==> config.mk <==
export PLATFORM = sky130hd
export DESIGN_NAME = rc4_ctrl
export DESIGN_NICKNAME = d
export VERILOG_FILES = /design/src/rtl/rc4_pkg.sv /design/src/rtl/rc4_ctrl.sv
export SDC_FILE = /design/constraint.sdc
export NUM_CORES = 1
export LEC_CHECK = 0
export BUFFER_PORTS_ARGS = -buffer_cell sky130_fd_sc_hd__clkbuf_2
export CAP_MARGIN = 20
export CORE_AREA = 2 2 39 41
export DETAILED_ROUTE_END_ITERATION = 8
export DIE_AREA = 0 0 41 43
export GPL_TIMING_DRIVEN = 0
export MAX_ROUTING_LAYER = met4
export SLEW_MARGIN = 20
export SYNTH_ARGS = -nofsm -noshare
export SYNTH_HDL_FRONTEND = slang
export SYNTH_SLANG_ARGS = --single-unit
==> constraint.sdc <==
create_clock -name clk -period 3.9 [get_ports clk]
set_clock_uncertainty 0.1 [all_clocks]
set_input_delay 0.585 -clock clk [delete_from_list [all_inputs] [get_ports clk]]
set_output_delay 0.585 -clock clk [all_outputs]
set_load 0.02 [all_outputs]
==> src/rtl/rc4_pkg.sv <==
// Shared operation codes, result codes and controller/datapath interface types.
package rc4_pkg;

	localparam int unsigned OpW = 4;

	localparam logic [OpW-1:0] OP_IDLE   = 4'd0;
	localparam logic [OpW-1:0] OP_KEY_W  = 4'd1;
	localparam logic [OpW-1:0] OP_FILL   = 4'd2;
	localparam logic [OpW-1:0] OP_SC_RD  = 4'd3;
	localparam logic [OpW-1:0] OP_SC_ACC = 4'd4;
	localparam logic [OpW-1:0] OP_SC_W1  = 4'd5;
	localparam logic [OpW-1:0] OP_SC_W2  = 4'd6;
	localparam logic [OpW-1:0] OP_D_RJ   = 4'd7;
	localparam logic [OpW-1:0] OP_D_WI   = 4'd8;
	localparam logic [OpW-1:0] OP_D_WJ   = 4'd9;
	localparam logic [OpW-1:0] OP_NK     = 4'd10;
	localparam logic [OpW-1:0] OP_OUT    = 4'd11;

	localparam logic [1:0] STAT_OK       = 2'd0;
	localparam logic [1:0] STAT_KEYED    = 2'd1;
	localparam logic [1:0] STAT_KEY_LONG = 2'd2;
	localparam logic [1:0] STAT_NO_KEY   = 2'd3;

	localparam int unsigned CountW = 9;
	localparam logic [7:0] LastIdx = 8'hff;

	typedef struct packed {
		logic [OpW-1:0] op;
		logic           take;
	} rc4_cmd_t;

	typedef struct packed {
		logic keyed;
		logic will_ovf;
		logic last;
		logic n_last;
		logic out_free;
	} rc4_stat_t;

endpackage

==> src/rtl/rc4_ctrl.sv <==
// Sequencing state machine for key loading, key schedule and keystream steps.
module rc4_ctrl (
	input  logic              clk,
	input  logic              arst_n,
	input  logic              in_valid,
	input  logic              in_action,
	output logic              in_ready,
	input  rc4_pkg::rc4_stat_t stat,
	output rc4_pkg::rc4_cmd_t  cmd
);
	import rc4_pkg::*;

	logic [OpW-1:0] state_q;
	logic [OpW-1:0] state_nx;

	always_comb begin
		state_nx = state_q;
		case (state_q)
			OP_IDLE: begin
				if (in_valid) begin
					if (!in_action) state_nx = OP_KEY_W;
					else if (stat.keyed) state_nx = OP_D_RJ;
					else state_nx = OP_NK;
				end
			end
			OP_KEY_W: begin
				if (!stat.last) state_nx = OP_IDLE;
				else if (stat.will_ovf) state_nx = OP_OUT;
				else state_nx = OP_FILL;
			end
			OP_FILL:   state_nx = stat.n_last ? OP_SC_RD : OP_FILL;
			OP_SC_RD:  state_nx = OP_SC_ACC;
			OP_SC_ACC: state_nx = OP_SC_W1;
			OP_SC_W1:  state_nx = OP_SC_W2;
			OP_SC_W2:  state_nx = stat.n_last ? OP_OUT : OP_SC_RD;
			OP_D_RJ:   state_nx = OP_D_WI;
			OP_D_WI:   state_nx = OP_D_WJ;
			OP_D_WJ:   state_nx = OP_OUT;
			OP_NK:     state_nx = OP_OUT;
			OP_OUT:    state_nx = stat.out_free ? OP_IDLE : OP_OUT;
			default:   state_nx = OP_IDLE;
		endcase
	end

	always_ff @(posedge clk or negedge arst_n) begin
		if (!arst_n) begin
			state_q <= OP_IDLE;
		end else begin
			state_q <= state_nx;
		end
	end

	assign in_ready = (state_q == OP_IDLE);
	assign cmd.op   = state_q;
	assign cmd.take = in_valid && in_ready;

	a_sched_ends: assert property (@(posedge clk) disable iff (!arst_n)
		(state_q == OP_SC_W2 && stat.n_last) |=> state_q == OP_OUT)
		else $error("key schedule did not finish into the result state");

	a_key_route: assert property (@(posedge clk) disable iff (!arst_n)
		(state_q == OP_KEY_W && stat.last && !stat.will_ovf) |=> state_q == OP_FILL)
		else $error("valid key did not start the schedule");

	a_data_keyed: assert property (@(posedge clk) disable iff (!arst_n)
		(state_q == OP_D_RJ) |-> stat.keyed)
		else $error("keystream step started without a key");

endmodule

=== Word level (Yosys, flattened, before mapping) ===
Cells that the tools add are included.

* Add/subtract/negate cells: 0
* Multipliers: 0
* Divide/modulo/power cells: 0
* Magnitude comparators: 0
* Equal/unequal tests: 12
* Shift-type cells: 0
* Mux-type cells: 9
* Bitwise operators: 0
* Reductions and logical operators: 3

{| class="wikitable"
|+ Operators with widths
! cell !! number
|-
| $pmux 4 s11 || 1
|-
| $mux 4 || 7
|-
| $eq 4x3->1 const B || 4
|-
| $eq 4x4->1 const B || 4
|-
| $eq 4x2->1 const B || 2
|-
| $eq 4x1->1 const B || 1
|-
| $logic_not 4->1 || 1
|-
| $ne 2x2->1 const B || 1
|-
| $reduce_or 2->1 || 1
|-
| $logic_and 1x1->1 || 1
|-
| $mux 1 || 1
|}

* Register bits: 4
* Bits in latches: 0
* Bits in writable memories: 0
* Bits in read-only memories: 0
* Memories kept: 0

=== Logic depth before layout (Yosys ltp) ===
* Depth in word-level cells: 4
* Depth in mapped cells: 4
* Mapped depth without buffers: 3

=== Worst setup path after synthesis ===
Ideal clock, no wire load.

* Path kind: reg-to-output
* From: register state_q[3]
* To: output port cmd[0] (netlist bit)
* Arrival time: 1.457 ns
* Data required time: 3.215 ns
* Slack: 1.758 ns
* Stages on the path, launching flop included: 4
* Path through: dfrtp_1 > buf_2 > nor4_2 > and2_1

{| class="wikitable"
|+ RTL lines
! what !! RTL line !! text
|-
| from (decl) || rc4_ctrl.sv:13 || <nowiki>logic [OpW-1:0] state_q;</nowiki>
|-
| from (signal assigned) || rc4_ctrl.sv:49 || <nowiki>state_q <= state_nx;</nowiki>
|-
| to (decl) || rc4_ctrl.sv:9 || <nowiki>output rc4_pkg::rc4_cmd_t cmd</nowiki>
|}

==> impl_metrics.tcl <==
set metrics [dict create \
    stdcell_area_sq_um 460 \
    drive_gt1_share_pct 42.9 \
    multi_input_area_sq_um 211 \
    max_stage_delay_ns 0.36 \
    die_w_um 41 \
    initial_core_util_pct 25.1 \
    cts_buffers 3 \
    finalHoldViolCount 0 \
    period_minus_slack_ns 2.15 \
    clock_sinks 4 \
    slew_headroom_pct 72.7 \
    tns_ns 0 \
    worstMarginPinSlew_ns 0.406 \
    final_common_cell "clkbuf_2" \
    final_cell_mix "clkbuf_2 (14), nor2b_1 (4), dfrtp_1 (4)" \
    syn_area_per_cell_sq_um 8.92 \
    cts_tree "built" \
    grt_pass1_wl_mm 1.37 \
    largest_reg_flops 4 \
    routedWlPerCell_um 12.1 \
    drtIter0Drc 12 \
    synth_area_sq_um 348 \
    cts_htree_levels 1 \
    synth_seq_cells 4 \
    grt_max_degree 11 \
    synth.area.top_cells "dfrtp_1 (29%), nor2b_1 (7.2%), a31oi_1 (5.4%)" \
    outcome "finished, final reports clean" \
    synth_nets 48 \
    seq_area_sq_um 100 \
    synth_seq_area_share_pct 28.8 \
    slowest_stage "dfrtp_1" \
    fin_nets 67 \
    ir_drop_mv 0.235 \
    max_flop_register "state_q" \
    cp.arrival_ns 1.46 \
    areaGrowthSynthToFinish_pct 32.4 \
    hold_path.class "in2async" \
    dp.cells 69 \
    powerDensity_mw_per_mm2 850 \
    largestRegisters "state_q: 4 flops" \
    worstSetupPathType "reg2out" \
    end_kind "primary output" \
    rows 14 \
    die_height_um 43 \
    grt_use_total_pct 11.8 \
    place_area_sq_um 438 \
    crit_required_ns 3.21 \
    root_buffer "clkbuf_4" \
    startpoint_type "flip-flop" \
    timing.fmax_mhz 466 \
    worstSkewPairLatency_ns 0.24 \
    yosysTopAreaCellShare_pct 28.8 \
    antenna_left 0 \
    dr.pass1.iters 4 \
    rsz0062_at_grt "false" \
    pin_count 15 \
    path_cells "buf_2, nor4_2, and2_1, clkbuf_2" \
    fin_crit_sh_pct 55.0 \
    drc 0 \
    slew_viol_final 0 \
    clk_pin_slew_worst_paths_ns 0.04 \
    synth.distinct_cells 25 \
    hpwl_um 659 \
    setup_viol 0 \
    pwr-share-clk_pct 13.2 \
    finalPower_uw 391 \
    wl_um 869 \
    antenna_cells 0 \
    p_leak_nw 0.206 \
    port_buffers 14 \
    cts_setup_buffers 0 \
    nFillCells 148 \
    seq_power_share_pct 21.3 \
    worstPathMaxFanout 10 \
    switching_share_pct 47.6 \
    comb_power_share_pct 65.5 \
    postLayoutCoreUtil_pct 33.3 \
    dieArea_sq_mm 0.00176 \
    viasPerCell 5.44 \
    maxCapViolCount 0 \
    grt_pass1_vias 340 \
    yosys.area.top_type "dfrtp_1" \
    globalRouteOverflowTotal 0 \
    clk_path_buf_depth 2 \
    synthCells 39 \
    yosys_warnings 0 \
    antenna_found_initial 0 \
    vias 392 \
    coreArea_sq_mm 0.00138 \
    routabilityCongestion 0.709 \
    p_int_uw 205 \
    hold_buffers 0 \
    ctsResizeCount 0 \
    power_switching_uw 186 \
    layout.cells.non_filler 72 \
]
-- final timing paths --
path / start / end / slack (ns) / depth (start not counted)
max in group asynchronous: arst_n / state_q[0] / 3.52 / 1
worst max-delay path: state_q[3] / cmd[0] / 1.75 / 4
worst min-delay path: arst_n / state_q[1] / 0.05 / 1
worst max register to register: state_q[1] / state_q[2] / 2.46 / 4
min in group clk: stat[0] / state_q[1] / 0.55 / 3
worst min register to register: state_q[3] / state_q[2] / 0.59 / 2
-- metrics by stage --
stage	hold slack [ns]	worst slack, ns
after floorplan	0.189	1.76
after global placement	0.293	2.01
after detailed placement	0.301	2.02
after CTS	0.0445	1.76
after global routing	0.0535	1.69
final	0.0465	1.75
-- Yosys cell counts, drive strengths merged --
library cell / number
a2111oi: 1
a211oi: 1
a221o: 1
a22o: 1
a31oi: 3
a32oi: 1
and2: 2
buf: 4
dfrtp: 4
inv: 2
nand3: 1
nand3b: 1
nand4b: 2
nor2: 3
nor2b: 4
nor3: 1
nor3b: 1
nor4: 1
o2111ai: 1
o21ai: 1
o21ba: 1
o21bai: 1
or4: 1
-- critical path: cells and delay by family, from the launching register on --
family | cells | cell delay [ns]
buf+inv | 2 | 0.34
flops | 1 | 0.36
simple gates | 2 | 0.52
-- metal layers --
| layer | vias up | part of all wire (%) | GRT usage [%] |
|---|---|---|---|
| li1 | 184 | - | - |
| met1 | 194 | 42 | 14.1 |
| met2 | 14 | 52 | 16.6 |
| met3 | 0 | 5.9 | 1.57 |
| met4 | 0 | 0 | 10.0 |
| met5 | - | 0 | - |
-- logic make-up (layout without fill, tap and decap cells) --
family | after synthesis | after routing | synth area share [%]
flip-flops | 4 | 4 | 28.8
AND/OR/NAND/NOR | 17 | 17 | 32.0
buffers and inverters | 6 | 23 | 10.4
AO/OA/AOI/OAI | 12 | 12 | 28.8
-- area by class of cell --
class	count	area share, %
Tap cell	16	4.35
Multi-Input combinational cell	29	45.9
Inverter	2	1.63
Sequential cell	4	21.7
Timing Repair Buffer	14	15.2
Clock buffer	3	4.89
Buffer	4	6.25
-- power groups by stage --
stage | Combinational (mW) | Clock, mW | Sequential (mW)
after floorplan | 0.171 | 0 | 0.103
after global placement | 0.253 | 0 | 0.0831
after detailed placement | 0.254 | 0 | 0.0838
after CTS | 0.255 | 0.0544 | 0.0837
after global routing | 0.282 | 0.0555 | 0.0871
final | 0.256 | 0.0517 | 0.0834
Power figures use the tool's default switching activity.
